File: src/rtl/core/srt_pkg.sv
// Package for screen_region_table: field widths, stream layout, table entry type
// and the per-axis containment test.
// No dependencies.
package srt_pkg;

    localparam int unsigned MAX_ENTRIES_DEF = 16;

    localparam int unsigned COORD_W = 16;
    localparam int unsigned INDEX_W = 4;
    localparam int unsigned COUNT_W = 5;

    localparam int unsigned S_TDATA_W = 4 * COORD_W;
    localparam int unsigned S_TUSER_W = 1;
    localparam int unsigned M_TDATA_W = 16;

    // result tdata bit positions
    localparam int unsigned M_IDX_LSB   = 0;
    localparam int unsigned M_HIT_BIT   = INDEX_W;
    localparam int unsigned M_DROP_BIT  = INDEX_W + 1;
    localparam int unsigned M_EMPTY_BIT = INDEX_W + 2;
    localparam int unsigned M_CNT_LSB   = INDEX_W + 3;

    localparam logic OP_ADD    = 1'b0;
    localparam logic OP_LOOKUP = 1'b1;

    typedef struct packed {
        logic [COORD_W-1:0]        h;
        logic [COORD_W-1:0]        w;
        logic signed [COORD_W-1:0] y;
        logic signed [COORD_W-1:0] x;
    } entry_t;

    // negative point matches any; else org <= p < org + ext at 18 bits
    function automatic logic axis_holds(logic signed [COORD_W-1:0] p,
                                        logic signed [COORD_W-1:0] org,
                                        logic [COORD_W-1:0] ext);
        logic signed [COORD_W+1:0] p_s;
        logic signed [COORD_W+1:0] lo_s;
        logic signed [COORD_W+1:0] hi_s;
        p_s  = (COORD_W+2)'(p);
        lo_s = (COORD_W+2)'(org);
        hi_s = lo_s + $signed({2'b00, ext});
        return p[COORD_W-1] || ((p_s >= lo_s) && (p_s < hi_s));
    endfunction

endpackage

File: src/rtl/core/screen_region_table.sv
// Top level of screen_region_table: rectangle table in one synchronous memory,
// scanned one entry per cycle. Depends on srt_pkg.
//
// The single memory read port delivers one stored rectangle per cycle and the
// read register holds each read ahead of its compare. After the accepting edge
// the block passes through the scan state and then the done state, which loads
// the output register. On an empty table the scan ends at once; otherwise it
// stops at the first match, or, when all entries are read without a match, takes
// a closing step before the done state. A new item is accepted as
// soon as the previous result sits in the output register; a stalled result
// holds the block until it is taken. The table is empty after reset; entries are
// valid below the entry count, so the memory needs no clearing. op travels in
// s_tuser; entry_count is masked to five bits and entry_index to four.
module screen_region_table #(
    parameter int unsigned MAX_ENTRIES = srt_pkg::MAX_ENTRIES_DEF
) (
    input  logic                            aclk,
    input  logic                            aresetn,
    input  logic                            s_tvalid,
    output logic                            s_tready,
    // pos_x[15:0], pos_y[31:16], size_w[47:32], size_h[63:48]
    input  logic [srt_pkg::S_TDATA_W-1:0]   s_tdata,
    // op[0]
    input  logic [srt_pkg::S_TUSER_W-1:0]   s_tuser,
    output logic                            m_tvalid,
    input  logic                            m_tready,
    // entry_index[3:0], hit[4], dropped[5], table_empty[6], entry_count[11:7], zero[15:12]
    output logic [srt_pkg::M_TDATA_W-1:0]   m_tdata
);

    localparam int unsigned IDX_W = (MAX_ENTRIES > 1) ? $clog2(MAX_ENTRIES) : 1;
    localparam int unsigned CNT_W = $clog2(MAX_ENTRIES + 1);
    localparam int unsigned CW    = srt_pkg::COORD_W;

    typedef enum logic [2:0] {
        ST_IDLE = 3'b001,
        ST_SCAN = 3'b010,
        ST_DONE = 3'b100
    } state_t;

    state_t state_reg, state_next;

    srt_pkg::entry_t mem [MAX_ENTRIES];
    srt_pkg::entry_t rd_data_reg;

    logic                    op_reg;
    logic signed [CW-1:0]    px_reg, py_reg;
    logic [CW-1:0]           w_reg, h_reg;

    logic [CNT_W-1:0]        count_reg, count_next;
    logic [CNT_W-1:0]        scan_idx_reg, scan_idx_next;
    logic [IDX_W-1:0]        cmp_idx_reg;
    logic                    cmp_vld_reg;

    logic [IDX_W-1:0]        res_idx_reg, res_idx_next;
    logic                    res_hit_reg, res_hit_next;
    logic                    res_drop_reg, res_drop_next;
    logic                    res_empty_reg, res_empty_next;

    logic                    m_tvalid_reg;
    logic [srt_pkg::M_TDATA_W-1:0] m_tdata_reg, m_tdata_next;

    logic                    match, scan_hit, scan_end, issue, full;
    logic                    mem_we;
    logic [IDX_W-1:0]        mem_waddr;
    srt_pkg::entry_t         mem_wdata;
    logic                    accept, out_free;

    assign accept   = s_tvalid && s_tready;
    assign s_tready = (state_reg == ST_IDLE);
    assign out_free = !m_tvalid_reg || m_tready;
    assign full     = (count_reg == CNT_W'(MAX_ENTRIES));

    always_comb begin
        if (op_reg == srt_pkg::OP_ADD) begin
            match = (rd_data_reg.x == px_reg) && (rd_data_reg.y == py_reg);
        end else begin
            match = srt_pkg::axis_holds(px_reg, rd_data_reg.x, rd_data_reg.w) &&
                    srt_pkg::axis_holds(py_reg, rd_data_reg.y, rd_data_reg.h);
        end
    end

    assign scan_hit = (state_reg == ST_SCAN) && cmp_vld_reg && match;
    assign scan_end = (state_reg == ST_SCAN) && !cmp_vld_reg && (scan_idx_reg == count_reg);
    assign issue    = (state_reg == ST_SCAN) && !scan_hit && (scan_idx_reg != count_reg);

    always_comb begin
        state_next     = state_reg;
        count_next     = count_reg;
        scan_idx_next  = scan_idx_reg;
        res_idx_next   = res_idx_reg;
        res_hit_next   = res_hit_reg;
        res_drop_next  = res_drop_reg;
        res_empty_next = res_empty_reg;
        mem_we         = 1'b0;
        mem_waddr      = count_reg[IDX_W-1:0];
        mem_wdata.x    = px_reg;
        mem_wdata.y    = py_reg;
        mem_wdata.w    = w_reg;
        mem_wdata.h    = h_reg;
        if (issue) begin
            scan_idx_next = scan_idx_reg + CNT_W'(1);
        end
        unique case (state_reg)
            ST_IDLE: begin
                if (accept) begin
                    state_next     = ST_SCAN;
                    scan_idx_next  = '0;
                    res_idx_next   = '0;
                    res_hit_next   = 1'b0;
                    res_drop_next  = 1'b0;
                    res_empty_next = 1'b0;
                end
            end
            ST_SCAN: begin
                if (scan_hit) begin
                    state_next   = ST_DONE;
                    res_idx_next = cmp_idx_reg;
                    res_hit_next = 1'b1;
                    if (op_reg == srt_pkg::OP_ADD) begin
                        mem_we      = 1'b1;
                        mem_waddr   = cmp_idx_reg;
                        mem_wdata.w = (w_reg > rd_data_reg.w) ? w_reg : rd_data_reg.w;
                        mem_wdata.h = (h_reg > rd_data_reg.h) ? h_reg : rd_data_reg.h;
                    end
                end else if (scan_end) begin
                    state_next = ST_DONE;
                    if (op_reg == srt_pkg::OP_ADD) begin
                        if (full) begin
                            res_drop_next = 1'b1;
                        end else begin
                            mem_we       = 1'b1;
                            res_idx_next = count_reg[IDX_W-1:0];
                            count_next   = count_reg + CNT_W'(1);
                        end
                    end else begin
                        res_empty_next = (count_reg == '0);
                    end
                end
            end
            ST_DONE: begin
                if (out_free) begin
                    state_next = ST_IDLE;
                end
            end
            default: begin
                state_next = ST_IDLE;
            end
        endcase
    end

    always_comb begin
        m_tdata_next = '0;
        m_tdata_next[srt_pkg::M_IDX_LSB +: srt_pkg::INDEX_W] =
            srt_pkg::INDEX_W'(res_idx_reg);
        m_tdata_next[srt_pkg::M_HIT_BIT]   = res_hit_reg;
        m_tdata_next[srt_pkg::M_DROP_BIT]  = res_drop_reg;
        m_tdata_next[srt_pkg::M_EMPTY_BIT] = res_empty_reg;
        m_tdata_next[srt_pkg::M_CNT_LSB +: srt_pkg::COUNT_W] =
            srt_pkg::COUNT_W'(count_reg);
    end

    always_ff @(posedge aclk) begin
        if (mem_we) begin
            mem[mem_waddr] <= mem_wdata;
        end
        if (issue) begin
            rd_data_reg <= mem[scan_idx_reg[IDX_W-1:0]];
            cmp_idx_reg <= scan_idx_reg[IDX_W-1:0];
        end
        if (accept) begin
            op_reg <= s_tuser[0];
            px_reg <= s_tdata[CW-1:0];
            py_reg <= s_tdata[2*CW-1:CW];
            w_reg  <= s_tdata[3*CW-1:2*CW];
            h_reg  <= s_tdata[4*CW-1:3*CW];
        end
        res_idx_reg   <= res_idx_next;
        res_hit_reg   <= res_hit_next;
        res_drop_reg  <= res_drop_next;
        res_empty_reg <= res_empty_next;
        scan_idx_reg  <= scan_idx_next;
        if ((state_reg == ST_DONE) && out_free) begin
            m_tdata_reg <= m_tdata_next;
        end
    end

    always_ff @(posedge aclk) begin
        if (!aresetn) begin
            state_reg    <= ST_IDLE;
            count_reg    <= '0;
            cmp_vld_reg  <= 1'b0;
            m_tvalid_reg <= 1'b0;
        end else begin
            state_reg   <= state_next;
            count_reg   <= count_next;
            cmp_vld_reg <= issue;
            if ((state_reg == ST_DONE) && out_free) begin
                m_tvalid_reg <= 1'b1;
            end else if (m_tready) begin
                m_tvalid_reg <= 1'b0;
            end
        end
    end

    assign m_tvalid = m_tvalid_reg;
    assign m_tdata  = m_tdata_reg;

endmodule

File: config.mk
export PLATFORM = sky130hd
export DESIGN_NAME = screen_region_table
export DESIGN_NICKNAME = d
export VERILOG_FILES = /design/src/rtl/core/srt_pkg.sv /design/src/rtl/core/screen_region_table.sv
export SDC_FILE = /design/constraint.sdc
export NUM_CORES = 1
export LEC_CHECK = 0
export BUFFER_PORTS_ARGS = -buffer_cell sky130_fd_sc_hd__buf_2
export CAP_MARGIN = 30
export CORE_AREA = 2 2 301 303
export DETAILED_ROUTE_END_ITERATION = 10
export DIE_AREA = 0 0 303 305
export GPL_TIMING_DRIVEN = 1
export PLACE_DENSITY = 0.74
export SKIP_CTS_REPAIR_TIMING = 1
export SLEW_MARGIN = 20
export SYNTH_ARGS = -nofsm -noshare
export SYNTH_HDL_FRONTEND = slang
export SYNTH_SLANG_ARGS = --single-unit
File: constraint.sdc
create_clock -name aclk -period 7.6 [get_ports aclk]
set_input_delay 1.9 -clock aclk [delete_from_list [all_inputs] [get_ports aclk]]
set_output_delay 1.9 -clock aclk [all_outputs]
set_load 0.05 [all_outputs]
==> results of run 1 <==
## worst min path at each step
stage | start | to | slack, ns | cells after the start
5_1_grt | res_idx_reg[0] | m_tdata[0] | 0.42 | 0
3_5_place_dp | res_hit_reg | m_tdata[4] | 0.41 | 0
4_1_cts | res_idx_reg[0] | m_tdata[0] | 0.42 | 0
6_report | res_idx_reg[0] | m_tdata[0] | 0.42 | 0
3_3_place_gp | res_empty_reg | m_tdata[6] | 0.40 | 0
2_1_floorplan | res_idx_reg[0] | m_tdata[0] | 0.40 | 0
## layer usage
layer | global-route usage, % | wire [um]
met5 | 0 | 0
met4 | 8.569 | 4111
met1 | 33.27 | 42710
met2 | 39.82 | 56180
met3 | 4.220 | 8160
## cell type report
class,count,area [sq um],area share [%]
Sequential cell,1191,35630,65.05
Clock inverter,75,698.2,1.275
Timing Repair Buffer,148,1232,2.250
Multi-Input combinational cell,981,12500,22.82
Inverter,86,324.1,0.5916
Clock buffer,135,2919,5.329
Tap cell,1176,1471,2.686
## power groups by stage
| stage | clock network (W) | registers [W] | logic (W) |
|---|---|---|---|
| 4_1_cts | 0.00556 | 0.00735 | 0.000249 |
| 5_1_grt | 0.00580 | 0.00735 | 0.000277 |
| 2_1_floorplan | 0 | 0.00746 | 0.000141 |
| 3_3_place_gp | 0 | 0.00748 | 0.000229 |
| 3_5_place_dp | 0 | 0.00749 | 0.000247 |
| 6_report | 0.00549 | 0.00735 | 0.000249 |
## cell families (layout without fill, tap and decap cells)
family          count (synthesis)  after routing  synth area share, %
flops                        1191           1191                73.09
simple gates                  269            269                2.961
buf+inv                       189            444                1.574
fa+ha+maj                     137            137                3.549
other cells                     1              4             0.007696
xor+xnor                       41             41               0.7370
mux                           347            347                15.39
compound gates                183            183                2.686
## critical path: cells and delay by family (launching register included)
| kind | cells | cell delay, ns |
|---|---|---|
| AO/OA/AOI/OAI | 11 | 2.50 |
| XOR/XNOR | 1 | 0.14 |
| adder cells (fa/ha/maj) | 3 | 0.96 |
| buffers and inverters | 1 | 0.28 |
| flip-flops | 1 | 0.46 |
| AND/OR/NAND/NOR | 3 | 1.31 |
## metrics by stage
| step | hold slack [ns] | std cells | setup slack [ns] |
|---|---|---|---|
| after floorplan | 0.4003 | 2361 | 0.2614 |
| after global placement | 0.4024 | 3570 | 1.774 |
| after detailed placement | 0.4061 | 3572 | 1.753 |
| after CTS | 0.4222 | 3782 | 1.638 |
| after global routing | 0.4249 | 3792 | 1.379 |
| final | 0.4220 | 3792 | 1.614 |
## synth_stat cells (6+ instances only)
master                     number
sky130_fd_sc_hd__edfxtp_1    1176
sky130_fd_sc_hd__mux4_2       320
sky130_fd_sc_hd__ha_1         135
sky130_fd_sc_hd__inv_1         85
sky130_fd_sc_hd__nand2_1       69
sky130_fd_sc_hd__clkbuf_1      62
sky130_fd_sc_hd__a21oi_1       47
sky130_fd_sc_hd__nand3_1       47
sky130_fd_sc_hd__nor2_1        41
sky130_fd_sc_hd__buf_2         25
sky130_fd_sc_hd__a21o_1        24
sky130_fd_sc_hd__xnor2_1       22
sky130_fd_sc_hd__nand4_1       19
sky130_fd_sc_hd__xor2_1        19
sky130_fd_sc_hd__nor4_1        18
sky130_fd_sc_hd__mux2_2        17
sky130_fd_sc_hd__a311o_1       16
sky130_fd_sc_hd__o21ai_0       16
sky130_fd_sc_hd__o311ai_0      16
sky130_fd_sc_hd__dfxtp_1       15
sky130_fd_sc_hd__buf_1         10
sky130_fd_sc_hd__nor3_1        10
sky130_fd_sc_hd__and3_1         9
sky130_fd_sc_hd__nor2b_1        9
sky130_fd_sc_hd__mux2i_1        8
sky130_fd_sc_hd__o211ai_1       8
sky130_fd_sc_hd__a31oi_1        7
sky130_fd_sc_hd__o21a_1         7
sky130_fd_sc_hd__and2_1         6
==> metrics.log, run 1 <==
INFO  metric run_status = finished with violations
INFO  metric failed_checks = design-rule violations
INFO  metric timing.critical_path.to_type = flop
INFO  metric flip_flop_count_of_the_largest_register_after_layout = 1024
INFO  metric worstPathArrival = 6.36 ns
INFO  metric clockPowerShare = 41.9%
INFO  metric gp_routability_congestion = 0.9217
INFO  metric clock_insertion_delay_worst_skew = 0.68 ns
INFO  metric initialDrtViolationCount = 2509
INFO  metric timing.setup.tns = 0 ns
INFO  metric synth_area_leader_cell = sky130_fd_sc_hd__edfxtp_1
INFO  metric placement.cell_area = 50910 sq um
INFO  metric clk_path_buf_depth = 3
INFO  metric p_leak = 17.59 nW
INFO  metric synth_area_leaders = sky130_fd_sc_hd__edfxtp_1 (72%), sky130_fd_sc_hd__mux4_2 (15%), sky130_fd_sc_hd__ha_1 (3.5%)
INFO  metric synth_enable_flop_cells = 1176
INFO  metric fin_util = 61.32%
INFO  metric finalHoldViolations = 0
INFO  metric max_capacitance_violation_count = 0
INFO  metric slew_headroom = 32.42%
INFO  metric startpoint = rd_data_reg[32]
INFO  metric synth_seq_cells = 1191
INFO  metric setup.reg_to_reg.worst_slack = 1.61 ns
INFO  metric worst_ir_drop_vdd = 0.2428 mV
INFO  metric most_common_library_cell_in_the_layout_ignoring_fill_and_taps = sky130_fd_sc_hd__edfxtp_1
INFO  metric io_buffer_count = 82
INFO  metric die-area = 92420 sq um
INFO  metric p_seq_share = 56.1%
INFO  metric postSynth.asyncResetShare = 0%
INFO  metric yosys.cell_types.count = 77
INFO  metric leading_cell_types_in_the_layout_fill_and_taps_excluded = sky130_fd_sc_hd__edfxtp_1 (1176), sky130_fd_sc_hd__mux4_2 (320), sky130_fd_sc_hd__ha_1 (135)
INFO  metric worst_slew_pin_slew = 1.011 ns
INFO  metric detailedPlacementHpwl = 62620 um
INFO  metric initial_core_util = 54.55%
INFO  metric critPathLaunchType = flop
INFO  metric worst-endpoint-required = 7.97 ns
INFO  metric internal-power = 0.01047 W
INFO  metric setup_violations = 0
INFO  metric pin_count_of_the_biggest_net_entering_global_routing = 93
INFO  metric drt-total-wl = 111200 um
INFO  metric yosysSeqAreaShare = 73.09%
INFO  metric fmax = 167.1 MHz
INFO  metric grt_setup_unrepaired = false
INFO  metric cts_buffers = 111
INFO  metric core_region_area = 89320 sq um
INFO  metric clock-root-buffer = sky130_fd_sc_hd__clkbuf_16
INFO  metric period_share = 78.76%
INFO  metric criticalPathCategory = reg -> reg
INFO  metric detailroute.via_count = 24230
INFO  metric ff2ff_path_depth = 19
INFO  metric critical_path.reg2reg.startpoint = rd_data_reg[32]
INFO  metric drc = 7
INFO  metric synth_top_area_share = 72.48%
INFO  metric dr.pass1.iters = 11
INFO  metric post_cts_clock_slew_at_the_launch_and_capture_registers_of_the_worst_setup_and_hold_paths = 0.06 ns
INFO  metric hold_class = reg -> reg
INFO  metric floorplan.io_pins = 87
INFO  metric clkSinkCount = 1191
INFO  metric dieHeight = 305 um
INFO  metric final-max-slew-violation-count = 0
INFO  metric vias_in_the_first_global_route = 24750
INFO  metric die-width = 303 um
INFO  metric final.min_clock_period = 5.986 ns
INFO  metric yosys_warnings = 0
INFO  metric final_layout_size_suffix_gt1_share = 26.49%
INFO  metric num_antenna_cells = 0
INFO  metric cts_tree = done
INFO  metric globalRouteOverflowTotal = 0
INFO  metric r2r_end = rd_data_reg[52]
INFO  metric antenna_found_initial = 1
INFO  metric finalPower = 0.01309 W
INFO  metric clock_tree.htree_level_count = 3
INFO  metric share_comb_of_total_power = 1.9%
INFO  metric design_area = 54770 sq um
INFO  metric finalNetCount = 2725
INFO  metric cp_max_fo = 25
INFO  metric vias_per_inst = 6.390
INFO  metric antenna_violating_nets_post_route = 0
INFO  metric finClkSkew = 0.02599 ns
INFO  metric switching_share = 20.00%
INFO  metric grt_pass1_wl = 163400 um
INFO  metric post_synth_instance_area = 48730 sq um
INFO  metric syn_to_final_growth = 12.41%
INFO  metric timing.critical_path.mode_cell = sky130_fd_sc_hd__a21oi_1
INFO  metric syn-instance-count = 2358
INFO  metric crit_chain = ha_1 > fa_1 > a21o_1 > a21o_1 > a21oi_1 > o21bai_1 > o41ai_1 > o2111ai_1 > a21oi_1 > xnor2_1 > ha_1 > a31oi_1 > o21ai_0 > or4_1 > a21oi_1 > a211o_1 > nor4_4 > nor2_4 > buf_12
INFO  metric switchingPower = 0.002618 W
INFO  metric timing.critical_path.to = rd_data_reg[52]
INFO  metric placement_rows = 110
INFO  metric fillCellCount = 6001
INFO  metric gr-usage-all-layers = 24.33%
INFO  metric critical-path-max-stage-delay = 0.66 ns
INFO  metric syn-mean-instance-area = 20.66 sq um
INFO  metric power_per_cell_area = 239.0 nW/um^2
INFO  metric synth_flop_cell = sky130_fd_sc_hd__edfxtp_1
INFO  metric crit_slowest_cell = sky130_fd_sc_hd__nor2_4
INFO  metric avgRoutedWirePerCell = 29.31 um
Note: power is estimated with default switching activity, not from simulation.
==> run 2, diff against run 1 <==
clock period = 4.9 ns   (was 7.6 ns; I/O delays follow)
==> run 2 against run 1 <==
The run still ends with design-rule violations left. Clock-buffer cell count grew 3. Core utilization grew 0.78 points. Power grew 59%. Clock power grew 64%. Sequential power grew 55%. Final area grew 1.3%. Wire length grew 0.83%. Clock skew grew 0.014 ns. Hold slack lost 0.0051 ns. Non-clock buffer count grew 27. Cell count grew 0.92%. Critical path type unchanged. Critical endpoint is now res_idx_reg[1]. Largest cell class unchanged.
==> metrics.log, run 2 (synthesized netlist as in run 1, its figures left out) <==
INFO  metric detailroute.via_count = 24500 (+1.1%)
INFO  metric globalRouteOverflowTotal = 0 (unchanged)
INFO  metric antenna_found_initial = 2 (+1)
INFO  metric worstPathArrival = 5.23 ns (-1.13 ns)
INFO  metric hold_class = reg -> reg
INFO  metric final_critical_path_setup_slack = 0.08569 ns (-1.528 ns)
INFO  metric post_cts_clock_slew_at_the_launch_and_capture_registers_of_the_worst_setup_and_hold_paths = 0.06 ns (about the same)
INFO  metric finalHoldViolations = 0 (unchanged)
INFO  metric cts_buffers = 116 (+4.5%)
INFO  metric period_share = 98.25% (+19 points)
INFO  metric drt-total-wl = 112100 um (+0.83%)
INFO  metric fillCellCount = 5883 (-2.0%)
INFO  metric finClkSkew = 0.03953 ns (+0.01354 ns)
INFO  metric worst_ir_drop_vdd = 0.3097 mV (+28%)
INFO  metric dr.pass1.iters = 11 (unchanged)
INFO  metric vias_in_the_first_global_route = 24830 (+0.34%)
INFO  metric timing.setup.tns = 0 ns (unchanged)
INFO  metric clkSinkCount = 1191 (unchanged)
INFO  metric switching_share = 19.96% (-0.041 points)
INFO  metric pre_cts_slack = 0.06284 ns (-1.690 ns)
INFO  metric grt_pass1_wl = 164900 um (+0.96%)
INFO  metric internal-power = 0.01667 W (+59%)
INFO  metric clock-root-buffer = sky130_fd_sc_hd__clkbuf_16
INFO  metric die-width = 303 um (unchanged)
INFO  metric placement_rows = 110 (unchanged)
INFO  metric p_leak = 17.89 nW (+1.7%)
INFO  metric drc = 5 (-2)
INFO  metric timing.critical_path.to_type = flop
INFO  metric criticalPathCategory = reg -> reg
INFO  metric p_seq_share = 54.6% (-1.5 points)
INFO  metric gr-usage-all-layers = 24.71% (+0.37 points)
INFO  metric fmax = 207.7 MHz (+24%)
INFO  metric run_status = finished with violations
INFO  metric worst-endpoint-required = 5.31 ns (-2.66 ns)
INFO  metric final.min_clock_period = 4.814 ns (-1.172 ns)
INFO  metric clk_path_buf_depth = 3 (unchanged)
INFO  metric cts_tree = done
INFO  metric clockPowerShare = 43.3% (+1.4 points)
INFO  metric gp_routability_congestion = 0.8975 (-2.6%)
INFO  metric finalNetCount = 2757 (+1.2%)
INFO  metric flip_flop_count_of_the_largest_register_after_layout = 1024 (unchanged)
INFO  metric core_region_area = 89320 sq um (unchanged)
INFO  metric antenna_violating_nets_post_route = 0 (unchanged)
INFO  metric clock_insertion_delay_worst_skew = 0.70 ns (+0.02 ns)
INFO  metric failed_checks = design-rule violations
INFO  metric detailedPlacementHpwl = 60720 um (-3.0%)
INFO  metric avgRoutedWirePerCell = 29.29 um (about the same)
INFO  metric io_buffer_count = 82 (unchanged)
INFO  metric leading_cell_types_in_the_layout_fill_and_taps_excluded = sky130_fd_sc_hd__edfxtp_1 (1176), sky130_fd_sc_hd__mux4_2 (320), sky130_fd_sc_hd__ha_1 (134)
INFO  metric power_per_cell_area = 375.6 nW/um^2 (+57%)
INFO  metric share_comb_of_total_power = 2.0% (about the same)
INFO  metric max_capacitance_violation_count = 0 (unchanged)
INFO  metric setup_violations = 0 (unchanged)
INFO  metric pin_count_of_the_biggest_net_entering_global_routing = 153 (+65%)
INFO  metric most_common_library_cell_in_the_layout_ignoring_fill_and_taps = sky130_fd_sc_hd__edfxtp_1
INFO  metric die-area = 92420 sq um (unchanged)
INFO  metric initialDrtViolationCount = 2919 (+16%)
INFO  metric final_layout_size_suffix_gt1_share = 27.91% (+1.4 points)
INFO  metric vias_per_inst = 6.403 (+0.20%)
INFO  metric grt_setup_unrepaired = true
INFO  metric floorplan.io_pins = 87 (unchanged)
INFO  metric clock_tree.htree_level_count = 3 (unchanged)
INFO  metric final-max-slew-violation-count = 0 (unchanged)
INFO  metric num_antenna_cells = 0 (unchanged)
INFO  metric syn_to_final_growth = 13.84%
INFO  metric initial_core_util = 54.55% (unchanged)
INFO  metric critPathLaunchType = flop
INFO  metric dieHeight = 305 um (unchanged)
INFO  metric cp_max_fo = 4 (-84%)
INFO  metric finalHoldWorstSlack = 0.4169 ns (-0.005131 ns)
INFO  metric switchingPower = 0.004159 W (+59%)
INFO  metric slew_headroom = 30.18% (-2.2 points)
INFO  metric worst_slew_pin_slew = 1.047 ns (+0.03603 ns)
## run 2: changes by cell type in the layout (fill, tap and decap cells not counted), moves of 5 or more
cell                        change
sky130_fd_sc_hd__buf_12        +15
sky130_fd_sc_hd__buf_16         -5
sky130_fd_sc_hd__buf_4         +16
sky130_fd_sc_hd__bufinv_16      +5
sky130_fd_sc_hd__clkbuf_16      +7
## run 2: cell type report
type	count	area, sq um	area share (%)
clock buffer	138	3017	5.438
clock inverter	80	882.1	1.590
inverter	86	325.3	0.5865
multi-input combinational	981	12580	22.68
sequential	1191	35630	64.23
tap	1176	1471	2.653
timing repair buffer	175	1564	2.820
## run 2: metal layers
| metal | track usage [%] | up-vias | share of wire [%] |
|---|---|---|---|
| li1 | - | 10230 | - |
| met1 | 34.78 | 12920 | 39 |
| met2 | 40.70 | 1162 | 51 |
| met3 | 3.179 | 194 | 7.6 |
| met4 | 7.676 | 0 | 3.0 |
| met5 | 0 | - | 0 |
## run 2: through the flow
stage	util, %	cell area, sq um	cells	total power (W)
6_report	62.10	55470	3827	0.02083
4_1_cts	61.79	55190	3814	0.02098
5_1_grt	62.10	55470	3827	0.02143
3_3_place_gp	57.38	51250	3594	0.01197
2_1_floorplan	-	48770	2361	0.01179
3_5_place_dp	57.42	51290	3596	0.01201
## run 2: critical path, stage by stage (launching register included)
cell and delay (ns):
sky130_fd_sc_hd__edfxtp_1 0.47, sky130_fd_sc_hd__buf_6 0.16, sky130_fd_sc_hd__fa_2 0.36, sky130_fd_sc_hd__a21o_1 0.19, sky130_fd_sc_hd__a21o_1 0.19, sky130_fd_sc_hd__a21oi_2 0.22, sky130_fd_sc_hd__o21bai_4 0.10, sky130_fd_sc_hd__o41ai_4 0.29
sky130_fd_sc_hd__o21bai_1 0.12, sky130_fd_sc_hd__a21oi_1 0.18, sky130_fd_sc_hd__xor2_1 0.18, sky130_fd_sc_hd__ha_1 0.27, sky130_fd_sc_hd__and3_1 0.17, sky130_fd_sc_hd__nand3_1 0.10, sky130_fd_sc_hd__a21oi_1 0.05, sky130_fd_sc_hd__o31a_1 0.28
sky130_fd_sc_hd__a211o_1 0.37, sky130_fd_sc_hd__o31ai_2 0.35, sky130_fd_sc_hd__nand2_2 0.14, sky130_fd_sc_hd__mux2_1 0.34
## run 2: power by group through the flow
stage	Combinational, W	Sequential (W)	Clock (W)
2_1_floorplan	0.000219	0.0116	0
3_3_place_gp	0.000382	0.0116	0
3_5_place_dp	0.000414	0.0116	0
4_1_cts	0.000417	0.0114	0.00918
5_1_grt	0.000474	0.0114	0.00957
6_report	0.000426	0.0114	0.00903
## run 2: path summary, 6_finish.rpt
kind,start,to,slack (ns),depth (start not counted)
worst min-delay path,res_drop_reg,m_tdata[5],0.42,0
worst max-delay path,rd_data_reg[33],res_idx_reg[1],0.09,19
worst max register to register,rd_data_reg[33],res_idx_reg[1],0.09,19
worst min register to register,res_drop_reg,m_tdata[5],0.42,0
